File: src/sv/pse_pkg.sv
// ----------------------------------------------------------------------------
// pse_pkg: shared types and constants of the postfix stack evaluator
// Symbol codes, status codes, sequencer states and the control types that
// pass between the stack cells, the arithmetic unit and the top level.
// ----------------------------------------------------------------------------
package pse_pkg;

	// Default sizes handed to the top level parameters.
	localparam int DEF_STACK_DEPTH = 128;
	localparam int DEF_VALUE_WIDTH = 16;

	// Expression characters.
	localparam logic [7:0] SYM_ZERO  = 8'h30;
	localparam logic [7:0] SYM_NINE  = 8'h39;
	localparam logic [7:0] SYM_PLUS  = 8'h2B;
	localparam logic [7:0] SYM_MINUS = 8'h2D;
	localparam logic [7:0] SYM_STAR  = 8'h2A;
	localparam logic [7:0] SYM_SLASH = 8'h2F;

	// Result status codes.
	typedef enum logic [1:0] {
		ST_OK        = 2'd0,
		ST_OVERFLOW  = 2'd1,
		ST_UNDERFLOW = 2'd2,
		ST_DIVZERO   = 2'd3
	} status_t;

	// Sequencer states.
	typedef enum logic [1:0] {
		S_IDLE,
		S_DECODE,
		S_ALU,
		S_COMMIT
	} state_t;

	// What one stack cell does at the next edge.
	typedef enum logic [1:0] {
		CELL_HOLD,
		CELL_LOAD_UPPER,
		CELL_LOAD_LOWER
	} cell_op_t;

	// Pending change to the stack, applied when the result is delivered.
	typedef enum logic [1:0] {
		ACT_NONE,
		ACT_PUSH,
		ACT_REPLACE,
		ACT_CLEAR
	} stack_act_t;

	// Request to the iterative arithmetic unit.
	typedef struct packed {
		logic start;
		logic is_div;
	} alu_req_t;

endpackage

File: src/sv/pse_cell.sv
// ----------------------------------------------------------------------------
// pse_cell: one entry of the shifting value stack
// Loads from the neighbor above on a push, from the neighbor below on a pop,
// or keeps its value.
// ----------------------------------------------------------------------------
module pse_cell #(
	parameter int VALUE_WIDTH = pse_pkg::DEF_VALUE_WIDTH
) (
	input  logic                   clk,
	input  pse_pkg::cell_op_t      op,
	input  logic [VALUE_WIDTH-1:0] upper_in,
	input  logic [VALUE_WIDTH-1:0] lower_in,
	output logic [VALUE_WIDTH-1:0] value
);
	import pse_pkg::*;

	logic [VALUE_WIDTH-1:0] value_q;

	// Entry register; contents are only meaningful below the stack depth.
	always_ff @(posedge clk) begin
		case (op)
			CELL_LOAD_UPPER: value_q <= upper_in;
			CELL_LOAD_LOWER: value_q <= lower_in;
			default:         value_q <= value_q;
		endcase
	end

	assign value = value_q;

endmodule

File: src/sv/pse_alu.sv
// ----------------------------------------------------------------------------
// pse_alu: iterative multiplier and divider
// Shift-and-add multiply keeping the low word, and restoring division on
// magnitudes with truncation toward zero; one bit per cycle.
// ----------------------------------------------------------------------------
module pse_alu #(
	parameter int VALUE_WIDTH = pse_pkg::DEF_VALUE_WIDTH
) (
	input  logic                   clk,
	input  logic                   arst_n,
	input  pse_pkg::alu_req_t      req,
	input  logic [VALUE_WIDTH-1:0] lhs,
	input  logic [VALUE_WIDTH-1:0] rhs,
	output logic                   done,
	output logic [VALUE_WIDTH-1:0] result
);
	import pse_pkg::*;

	localparam int CNT_W = $clog2(VALUE_WIDTH);

	logic                   busy_q;
	logic                   done_q;
	logic                   is_div_q;
	logic                   neg_q;
	logic [CNT_W-1:0]       cnt_q;
	logic [VALUE_WIDTH-1:0] a_q;
	logic [VALUE_WIDTH-1:0] b_q;
	logic [VALUE_WIDTH-1:0] acc_q;

	logic [VALUE_WIDTH-1:0] lhs_mag;
	logic [VALUE_WIDTH-1:0] rhs_mag;
	logic [VALUE_WIDTH-1:0] rem_shift;
	logic                   rem_fits;

	// Magnitudes of the operands for division.
	assign lhs_mag = lhs[VALUE_WIDTH-1] ? (~lhs + 1'b1) : lhs;
	assign rhs_mag = rhs[VALUE_WIDTH-1] ? (~rhs + 1'b1) : rhs;

	// The partial remainder stays below the divisor, so its top bit is free.
	assign rem_shift = {acc_q[VALUE_WIDTH-2:0], a_q[VALUE_WIDTH-1]};
	assign rem_fits  = (rem_shift >= b_q);

	// Control of the iteration.
	always_ff @(posedge clk or negedge arst_n) begin
		if (!arst_n) begin
			busy_q <= 1'b0;
			done_q <= 1'b0;
			cnt_q  <= '0;
		end else begin
			done_q <= busy_q && !req.start && (cnt_q == CNT_W'(VALUE_WIDTH - 1));
			if (req.start) begin
				busy_q <= 1'b1;
				cnt_q  <= '0;
			end else if (busy_q) begin
				cnt_q <= cnt_q + 1'b1;
				if (cnt_q == CNT_W'(VALUE_WIDTH - 1)) begin
					busy_q <= 1'b0;
				end
			end
		end
	end

	// Datapath: one product or quotient bit per cycle.
	always_ff @(posedge clk) begin
		if (req.start) begin
			is_div_q <= req.is_div;
			neg_q    <= lhs[VALUE_WIDTH-1] ^ rhs[VALUE_WIDTH-1];
			acc_q    <= '0;
			if (req.is_div) begin
				a_q <= lhs_mag;
				b_q <= rhs_mag;
			end else begin
				a_q <= rhs;
				b_q <= lhs;
			end
		end else if (busy_q) begin
			if (is_div_q) begin
				acc_q <= rem_fits ? (rem_shift - b_q) : rem_shift;
				a_q   <= {a_q[VALUE_WIDTH-2:0], rem_fits};
			end else begin
				if (a_q[0]) begin
					acc_q <= acc_q + b_q;
				end
				a_q <= a_q >> 1;
				b_q <= b_q << 1;
			end
		end
	end

	assign done   = done_q;
	assign result = is_div_q ? (neg_q ? (~a_q + 1'b1) : a_q) : acc_q;

endmodule

File: src/sv/postfix_stack_evaluator_core.sv
// Sequence: each item is captured, decoded and committed to the output
// register; a valid multiply or divide runs the bit-serial unit between
// decode and commit. A new item is taken only after the last one has been
// committed; a held result delays only the commit of the next item. Reset:
// arst_n clears the sequencer, the depth and the output valid; the stack
// cells themselves are not cleared.
// ----------------------------------------------------------------------------
// postfix_stack_evaluator_core: postfix expression evaluator on a value stack
// Characters push digits, apply + - * / to the two top entries, or end the
// expression and emit the answer. The stack is a row of shifting cells with
// the top entry in cell 0.
// ----------------------------------------------------------------------------
module postfix_stack_evaluator_core #(
	parameter int STACK_DEPTH = pse_pkg::DEF_STACK_DEPTH,
	parameter int VALUE_WIDTH = pse_pkg::DEF_VALUE_WIDTH,
	parameter int DEPTH_W     = $clog2(STACK_DEPTH + 1)
) (
	input  logic                          clk,
	input  logic                          arst_n,
	input  logic                          in_valid,
	output logic                          in_stall,
	input  logic [7:0]                    symbol,
	output logic                          out_valid,
	input  logic                          out_stall,
	output logic [1:0]                    status,
	output logic                          answer_valid,
	output logic signed [VALUE_WIDTH-1:0] answer,
	output logic [DEPTH_W-1:0]            depth
);
	import pse_pkg::*;

	state_t state_q, state_nxt;

	logic [7:0]             symbol_q;
	logic [DEPTH_W-1:0]     depth_q;
	status_t                pend_status_q;
	stack_act_t             pend_act_q;
	logic [VALUE_WIDTH-1:0] pend_value_q;

	logic                   out_valid_q;
	status_t                status_q;
	logic                   answer_valid_q;
	logic [VALUE_WIDTH-1:0] answer_q;
	logic [DEPTH_W-1:0]     depth_out_q;

	logic [VALUE_WIDTH-1:0] cell_val [STACK_DEPTH];
	cell_op_t               op_top;
	cell_op_t               op_rest;

	alu_req_t               alu_req;
	logic                   alu_done;
	logic [VALUE_WIDTH-1:0] alu_result;

	logic                   commit;
	logic                   out_free;
	logic                   is_digit;
	logic                   is_arith;
	logic                   is_muldiv;
	logic [VALUE_WIDTH-1:0] rhs_val;
	logic [VALUE_WIDTH-1:0] lhs_val;
	logic [7:0]             digit;

	// Symbol classification and operands from the two top cells.
	assign is_digit  = (symbol_q >= SYM_ZERO) && (symbol_q <= SYM_NINE);
	assign is_muldiv = (symbol_q == SYM_STAR) || (symbol_q == SYM_SLASH);
	assign is_arith  = is_muldiv || (symbol_q == SYM_PLUS) || (symbol_q == SYM_MINUS);
	assign rhs_val   = cell_val[0];
	assign lhs_val   = cell_val[1];
	assign digit     = symbol_q - SYM_ZERO;
	assign out_free  = !out_valid_q || !out_stall;

	// Next state.
	always_comb begin
		state_nxt = state_q;
		case (state_q)
			S_IDLE: begin
				if (in_valid) begin
					state_nxt = S_DECODE;
				end
			end
			S_DECODE: begin
				if (is_arith && (depth_q >= DEPTH_W'(2)) && is_muldiv &&
				    !((symbol_q == SYM_SLASH) && (rhs_val == '0))) begin
					state_nxt = S_ALU;
				end else begin
					state_nxt = S_COMMIT;
				end
			end
			S_ALU: begin
				if (alu_done) begin
					state_nxt = S_COMMIT;
				end
			end
			S_COMMIT: begin
				if (out_free) begin
					state_nxt = S_IDLE;
				end
			end
			default: state_nxt = S_IDLE;
		endcase
	end

	// Sequencer outputs.
	always_comb begin
		in_stall       = 1'b1;
		commit         = 1'b0;
		alu_req.start  = 1'b0;
		alu_req.is_div = (symbol_q == SYM_SLASH);
		case (state_q)
			S_IDLE:   in_stall = 1'b0;
			S_DECODE: alu_req.start = (state_nxt == S_ALU);
			S_COMMIT: commit = out_free;
			default:  in_stall = 1'b1;
		endcase
	end

	// Cell controls for the pending stack change.
	always_comb begin
		op_top  = CELL_HOLD;
		op_rest = CELL_HOLD;
		if (commit) begin
			case (pend_act_q)
				ACT_PUSH: begin
					op_top  = CELL_LOAD_UPPER;
					op_rest = CELL_LOAD_UPPER;
				end
				ACT_REPLACE: begin
					op_top  = CELL_LOAD_UPPER;
					op_rest = CELL_LOAD_LOWER;
				end
				default: begin
					op_top  = CELL_HOLD;
					op_rest = CELL_HOLD;
				end
			endcase
		end
	end

	// Control registers.
	always_ff @(posedge clk or negedge arst_n) begin
		if (!arst_n) begin
			state_q     <= S_IDLE;
			depth_q     <= '0;
			out_valid_q <= 1'b0;
		end else begin
			state_q <= state_nxt;
			if (commit) begin
				out_valid_q <= 1'b1;
				case (pend_act_q)
					ACT_PUSH:    depth_q <= depth_q + 1'b1;
					ACT_REPLACE: depth_q <= depth_q - 1'b1;
					ACT_CLEAR:   depth_q <= '0;
					default:     depth_q <= depth_q;
				endcase
			end else if (!out_stall) begin
				out_valid_q <= 1'b0;
			end
		end
	end

	// Input capture, decode of the pending result, and the output register.
	always_ff @(posedge clk) begin
		if ((state_q == S_IDLE) && in_valid) begin
			symbol_q <= symbol;
		end
		if (state_q == S_DECODE) begin
			pend_status_q <= ST_OK;
			pend_act_q    <= ACT_NONE;
			pend_value_q  <= '0;
			if (is_digit) begin
				if (depth_q == DEPTH_W'(STACK_DEPTH)) begin
					pend_status_q <= ST_OVERFLOW;
				end else begin
					pend_act_q   <= ACT_PUSH;
					pend_value_q <= {{(VALUE_WIDTH-4){1'b0}}, digit[3:0]};
				end
			end else if (is_arith) begin
				if (depth_q < DEPTH_W'(2)) begin
					pend_status_q <= ST_UNDERFLOW;
				end else if ((symbol_q == SYM_SLASH) && (rhs_val == '0)) begin
					pend_status_q <= ST_DIVZERO;
				end else begin
					pend_act_q   <= ACT_REPLACE;
					pend_value_q <= (symbol_q == SYM_PLUS) ? (lhs_val + rhs_val)
					                                       : (lhs_val - rhs_val);
				end
			end else begin
				if (depth_q == '0) begin
					pend_status_q <= ST_UNDERFLOW;
				end else begin
					pend_act_q   <= ACT_CLEAR;
					pend_value_q <= rhs_val;
				end
			end
		end
		if ((state_q == S_ALU) && alu_done) begin
			pend_value_q <= alu_result;
		end
		if (commit) begin
			status_q       <= pend_status_q;
			answer_valid_q <= (pend_act_q == ACT_CLEAR);
			answer_q       <= (pend_act_q == ACT_CLEAR) ? pend_value_q : '0;
			case (pend_act_q)
				ACT_PUSH:    depth_out_q <= depth_q + 1'b1;
				ACT_REPLACE: depth_out_q <= depth_q - 1'b1;
				ACT_CLEAR:   depth_out_q <= '0;
				default:     depth_out_q <= depth_q;
			endcase
		end
	end

	// Row of stack cells; each takes from its neighbors.
	for (genvar i = 0; i < STACK_DEPTH; i++) begin : g_cell
		pse_cell #(
			.VALUE_WIDTH(VALUE_WIDTH)
		) u_cell (
			.clk      (clk),
			.op       ((i == 0) ? op_top : op_rest),
			.upper_in ((i == 0) ? pend_value_q : cell_val[(i == 0) ? 0 : i - 1]),
			.lower_in (cell_val[(i == STACK_DEPTH - 1) ? i : i + 1]),
			.value    (cell_val[i])
		);
	end

	// Shared bit-serial multiply and divide.
	pse_alu #(
		.VALUE_WIDTH(VALUE_WIDTH)
	) u_alu (
		.clk    (clk),
		.arst_n (arst_n),
		.req    (alu_req),
		.lhs    (lhs_val),
		.rhs    (rhs_val),
		.done   (alu_done),
		.result (alu_result)
	);

	assign out_valid    = out_valid_q;
	assign status       = status_q;
	assign answer_valid = answer_valid_q;
	assign answer       = answer_q;
	assign depth        = depth_out_q;

endmodule
File: config.mk
export PLATFORM = sky130hd
export DESIGN_NAME = postfix_stack_evaluator_core
export DESIGN_NICKNAME = d
export VERILOG_FILES = /design/src/sv/pse_pkg.sv /design/src/sv/pse_cell.sv /design/src/sv/pse_alu.sv /design/src/sv/postfix_stack_evaluator_core.sv
export SDC_FILE = /design/constraint.sdc
export NUM_CORES = 2
export LEC_CHECK = 0
export ABC_AREA = 1
export BUFFER_PORTS_ARGS = -buffer_cell sky130_fd_sc_hd__buf_2
export CORE_ASPECT_RATIO = 1.1
export CORE_UTILIZATION = 57
export DETAILED_ROUTE_END_ITERATION = 8
export PLACE_DENSITY = 0.85
export SLEW_MARGIN = 25
export SYNTH_ARGS = -nofsm -noshare
export SYNTH_HDL_FRONTEND = slang
export SYNTH_SLANG_ARGS = --single-unit
File: constraint.sdc
create_clock -name clk -period 44.2 [get_ports clk]
set_input_delay 2.21 -clock clk [delete_from_list [all_inputs] [get_ports clk]]
set_output_delay 2.21 -clock clk [all_outputs]
set_load 0.01 [all_outputs]
After elaboration in Yosys (flattened, before gate mapping). Index checks and enable logic that the tools add are counted.

Bits in registers: 2170. Input bits: 12. Output and inout bits: 29. Word-level logic and storage cells: 397.

Add/sub/neg operators: 11. Order comparisons: 5. Equal/unequal tests: 19. Muxes and demuxes: 183. Bitwise gates (word level): 4. Reductions and logical operators: 28.

Operators with widths (count): $pmux 16 s2 (127); $mux 16 (23); $add 16x1->16 const B (3); $not 16->16 (3); $add 16x16->16 (2); $eq 8x6->1 const B (4); $sub 16x16->16 (2); $mux 2 (14); $pmux 8 s3 (1); $ge 16x16->1 (1); $logic_not 16->1 (1); $mux 1 (13); $eq 2x2->1 const B (6); $mux 4 (3); $reduce_bool 2->1 (5); $logic_and 1x1->1 (9); $add 8x1->8 const B (1); $eq 8x8->1 const B (1); $ge 8x2->1 const B (1); $ge 8x6->1 const B (1); $le 8x6->1 const B (1); $logic_not 8->1 (1); $lt 8x2->1 const B (1); $pmux 2 s4 (1); 15 further kinds (25).

Longest topological paths before layout.
Depth in word-level cells: 14. Depth in mapped cells: 21. Depth with buffers taken out: 20.

Hierarchy. Synthesis repeated with hierarchy kept, for this count alone.

Cell total of the unflattened synthesis: 10656. Area total of the unflattened synthesis: 105940.4 µm².

Modules (own cells, without submodules): pse_cell (times used 128, cells an instance 71, area an instance 744.5 µm², sequential area each 480.5 µm²); pse_alu (times used 1, cells an instance 1001, area an instance 6114.6 µm², sequential area each 1491.4 µm²); postfix_stack_evaluator_core (times used 1, cells an instance 567, area an instance 4534.3 µm², sequential area each 1926.8 µm²).

Least setup slack after synthesis. No wires, ideal clock.

Kind: input-to-reg. Start: input port out_stall. End: register g_cell[100].u_cell.value_q[0], enable pin. Library setup time: 2344 ps. Data arrival time: 42986 ps. Required time: 41856 ps. Setup slack: -1131 ps. Stages: 7. Buffers on the path: 1. Cells stage by stage: nand2_1 inv_1 nor2_1 clkbuf_1 nand2_1 ha_1 inv_1.

Word-level cells in the longest chain between the ends: 6. Elaborated cells between the ends (all ways): 7. Those cells by class: eq/ne (2); mux (2); reduce/logical (3).

RTL lines: start, declared (RTL line postfix_stack_evaluator_core.sv:24) `input logic out_stall,`; $logic_not 1->1 *; $logic_or 1x1->1 * (RTL line postfix_stack_evaluator_core.sv:70) `assign out_free = !out_valid_q || !out_stall;`; $mux 1 * (RTL line postfix_stack_evaluator_core.sv:109) `case (state_q)`; net commit (RTL line postfix_stack_evaluator_core.sv:54) `logic commit;`; $mux 2 * (RTL line postfix_stack_evaluator_core.sv:121) `if (commit) begin`; $eq 2x1->1 or $eq 2x2->1 (tied branches); $reduce_bool 2->1 (no line) *; end signal, assigned (RTL line pse_cell.sv:22) `CELL_LOAD_UPPER: value_q <= upper_in;`; end signal, assigned (RTL line pse_cell.sv:23) `CELL_LOAD_LOWER: value_q <= lower_in;`; end signal, assigned (RTL line pse_cell.sv:24) `default: value_q <= value_q;`; end, declared (RTL line pse_cell.sv:17) `logic [VALUE_WIDTH-1:0] value_q;`.

The timed path passes the listed nets; every way through them passes the cells marked *. A chain may end at the register's enable or synchronous reset.

Worst setup path in the final report.
Start: input port out_stall. End: register g_cell[99].u_cell.value_q[15], enable pin.

Word-level cells in the longest chain between the ends: 6. Elaborated cells between the ends (all ways): 7. Those cells by class: eq/ne (2); mux (2); reduce/logical (3).

RTL lines (RTL line): $logic_not 1->1 *; $logic_or 1x1->1 * (postfix_stack_evaluator_core.sv:70); $mux 1 * (postfix_stack_evaluator_core.sv:109); $mux 2 * (postfix_stack_evaluator_core.sv:121); $eq 2x1->1 or $eq 2x2->1 (tied branches); $reduce_bool 2->1 (no line) *; end signal, assigned (pse_cell.sv:22); end signal, assigned (pse_cell.sv:23); end signal, assigned (pse_cell.sv:24); end, declared (pse_cell.sv:17).

Every way passes the cells marked *; elsewhere a longest branch is shown, timed or not.

==> summary.txt <==
GRT
  – Number of global-route vias before repair: 59320
  – Gr usage total: 20.4%
  – Initial antenna violation count: 1
  – First-pass GRT wire length: 288000 µm
  – Remaining global-route overflow: 0
  – Largest net degree at the start of global routing: 319

Clocking
  – CTS tree: built
  – Clk slew on worst S/H paths: 0.06 ns
  – Clock Sinks: 2170
  – Total CTS buffers: 208
  – Post-cts resize count: 0
  – CTS Buffer Depth: 3
  – CTS Hold Bufs: 0
  – Skew-Pair Late Insertion Delay: 0.85 ns
  – Post-CTS Setup Bufs: 0
  – CTS H-Tree Depth: 4
  – Clock Tree Root: clkbuf_16

Detailed routing
  – First-pass detailed-route iteration total: 8
  – Vias/cell: 5.40
  – Total vias in the final route: 61077
  – Final ANT Viol Nets: 0
  – Initial drt markers: 5531
  – WL/cell: 15.3 µm
  – Final WL: 173000 µm
  – DRC: 0

Synth
  – Distinct cells, synth: 48
  – Synth area leader: edfxtp_1
  – Sequential area share after synthesis: 67.9%
  – Mux share of post-synthesis cell area: 0.0471%
  – Main flop type after synthesis: edfxtp_1
  – Post-synthesis register bit count: 2170
  – Synth top area share: 67.1%
  – Mean Syn Cell Area: 10.5 µm²
  – Post-synth EDFFs: 2137
  – Dominant cells by area after synthesis: edfxtp_1 (67%), nand2_1 (6.0%), o21ai_0 (5.8%), a21oi_1 (5.6%), inv_1 (4.7%)
  – Post-synth top cells: edfxtp_1 (2137), nand2_1 (1533), inv_1 (1202), nor2_1 (1127), o21ai_0 (1117)
  – Count leader, synth: edfxtp_1
  – Syn nets: 9186
  – Largest family of logic cells by synthesized area: compound AO/OA/AOI/OAI gates
  – Netlist Area Pre-Place: 0.0956 mm²
  – Async SR Flop Fraction: 0.783%
  – Synth Area in Compound Gates: 11.9%
  – Cells after Synth: 9103
  – Post-Synth XOR/XNOR Area: 0.302%
  – Post-Synth Simple-Gate Area: 11.7%
  – Post-Synth Adder-Cell Area: 0.961%
  – Synth warn: 0

Layout
  – Non-Filler Instances: 11318
  – Area grow syn2layout: 8.47%
  – Fin util: 62.3%
  – Share of layout cells above drive strength 1: 4.58%
  – Layout Nets: 9003

Worst setup path
  – WP data required: 44.61 ns
  – Slowest CP cell: buf_4
  – CP arrival: 8.97 ns
  – Worst path max stage delay: 0.88 ns
  – Worst Setup SP: out_stall
  – Most Frequent Cell on Critical Path: buf_4
  – Reg2reg start: state_q[1]$_DFF_PN0_
  – CP Cell Sequence: buf_2 > nand2_1 > inv_1 > nor2_4 > buf_16 > nand2_1 > inv_1 > ha_2 > clkinvlp_4 > buf_12 > buf_16 > buf_4 > buf_4 > buf_6 > buf_6 > buf_4
  – CP Class: in2reg
  – Setup crit start kind: input port
  – Crit end category: flop
  – R2R cell count: 14
  – Critical path peak fanout: 139

Floorplanning
  – Die Ht: 431 µm
  – Chip Width: 392 µm
  – Die Area: 0.169 mm²
  – Placement Rows: 157
  – Core Area: 0.166 mm²
  – I/O pin cnt: 41
  – Initial core utilization: 57.4%

Hold path
  – Hold Path Origin: pend_status_q[0]$_DFFE_PP_
  – Hold Crit Class: reg2reg
  – Hold Path Stages: 0

Job
  – Max-cap violations: 0

Place
  – Dpl hpwl: 106000 µm
  – DP Cell Count: 10931
  – IO buf count: 40
  – Placer congestion estimate: 0.884

STA
  – Pins Over Slew Limit: 0
  – Worst rel slew slack: 25.3%
  – Clk_skew: 0.0688 ns
  – Min Hold Slack: 0.426 ns
  – Tcrit/Tclk final: 19.4%
  – RSZ-0062 raised after global routing: no
  – Worst Max-Slew Pin Slew: 1.12 ns
  – Final setup fails: 0
  – Tmin final: 8.57 ns
  – Final TNS setup: 0 ns
  – Max Freq: 0.117 GHz
  – Final hold vios: 0

Power
  – Max rail drop VDD: 0.0486 mV
  – PwrDens: 57.1 mW/mm²
  – LEAKAGE: 38.7 nW

Status
  – Status: finished clean
[area by class of cell]
| type | instances | area, µm² |
|---|---|---|
| sequential | 2170 | 64900 |
| fill | 12158 | 62700 |
| multi-input combinational | 5228 | 23800 |
| clock buffer | 273 | 5530 |
| inverter | 1214 | 4570 |
| tap | 2226 | 2790 |
| clock inverter | 108 | 1150 |
| timing repair buffer | 98 | 892 |
| antenna | 1 | 2.50 |
[final timing paths]
check | end | slack [ns]
setup / recovery | g_cell[99].u_cell.value[15]$_DFFE_PP_ | 35.63
hold / removal | status[0]$_DFFE_PP_ | 0.43
setup reg to reg | g_cell[99].u_cell.value[15]$_DFFE_PP_ | 36.61
hold reg to reg | status[0]$_DFFE_PP_ | 0.43
max in group asynchronous | u_alu.cnt_q[2]$_DFFE_PN0P_ | 42.63
min in group asynchronous | depth_q[1]$_DFFE_PN0P_ | 1.28
[sequential cells by signal, summed over array words and instances, names as in the netlist]
register and cells:
answer 16, u_alu.a_q 16, answer_valid 1, depth 8
pend_status_q 2, u_alu.b_q 16, pend_act_q 2, u_alu.cnt_q 4
symbol_q 8, status 2, state_q 2, g_cell.u_cell.value 2048
u_alu.acc_q 16, depth_q 8, pend_value_q 16, u_alu.is_div_q 1
u_alu.neg_q 1, u_alu.busy_q 1, out_valid 1, u_alu.done 1
[metrics by stage]
stage	power [W]	area (µm²)	worst slack, ns
4_1_cts	0.00595	103000	34.86
5_1_grt	0.00622	104000	35.15
6_report	0.00592	104000	35.63
3_3_place_gp	0.00411	96800	34.11
2_1_floorplan	0.00445	95600	9.26
3_5_place_dp	0.00419	96800	33.98
[cell usage in the layout (no fill, tap or decap), types with 11 or more instances in the layout]
master        n
buf_4        30
xnor2_1      11
buf_6        15
nor2_1     1126
nand3_1     125
ha_1         65
o211ai_1     11
nor3_1       14
clkinv_2     23
a21oi_1    1063
nand4_1      23
buf_2        40
xor2_1       22
bufinv_16    18
inv_1      1201
clkbuf_16   212
clkbuf_1     61
o21ai_1      25
edfxtp_1   2137
o21ai_0    1116
o22ai_1      21
dfrtp_1      17
nand3b_1     14
dfxtp_1      16
clkinv_1     45
nand2_1    1533
[kinds of logic (layout without fill, tap and decap cells)]
| kind of cell | Yosys count | after routing |
|---|---|---|
| AND/OR/NAND/NOR | 2865 | 2865 |
| other | 0 | 1 |
| XOR/XNOR | 33 | 33 |
| flip-flops | 2170 | 2170 |
| buffers and inverters | 1705 | 1693 |
| AO/OA/AOI/OAI | 2255 | 2255 |
| adder cells (fa/ha/maj) | 71 | 71 |
| multiplexers | 4 | 4 |
[critical path: cells and delay by family]
family	cells	cell delay [ns]
simple gates	3	0.70
fa+ha+maj	1	0.29
buf+inv	12	5.50
[routing by layer]
metal	up-vias	global-route usage [%]	part of all wire, %
li1	30407	-	-
met1	29023	27.1	42
met2	1317	34.8	51
met3	330	2.74	4.0
met4	0	6.66	2.7
met5	-	0	0
[where the power goes]
group	internal [W]	switching, W	leakage (nW)	total (W)
Sequential	0.00288	0.000168	19.8	0.00305
Clock	0.000989	0.000764	3.22	0.00175
Combinational	0.000310	0.000807	15.7	0.00112
No activity file was read; power rests on OpenSTA's default activity.
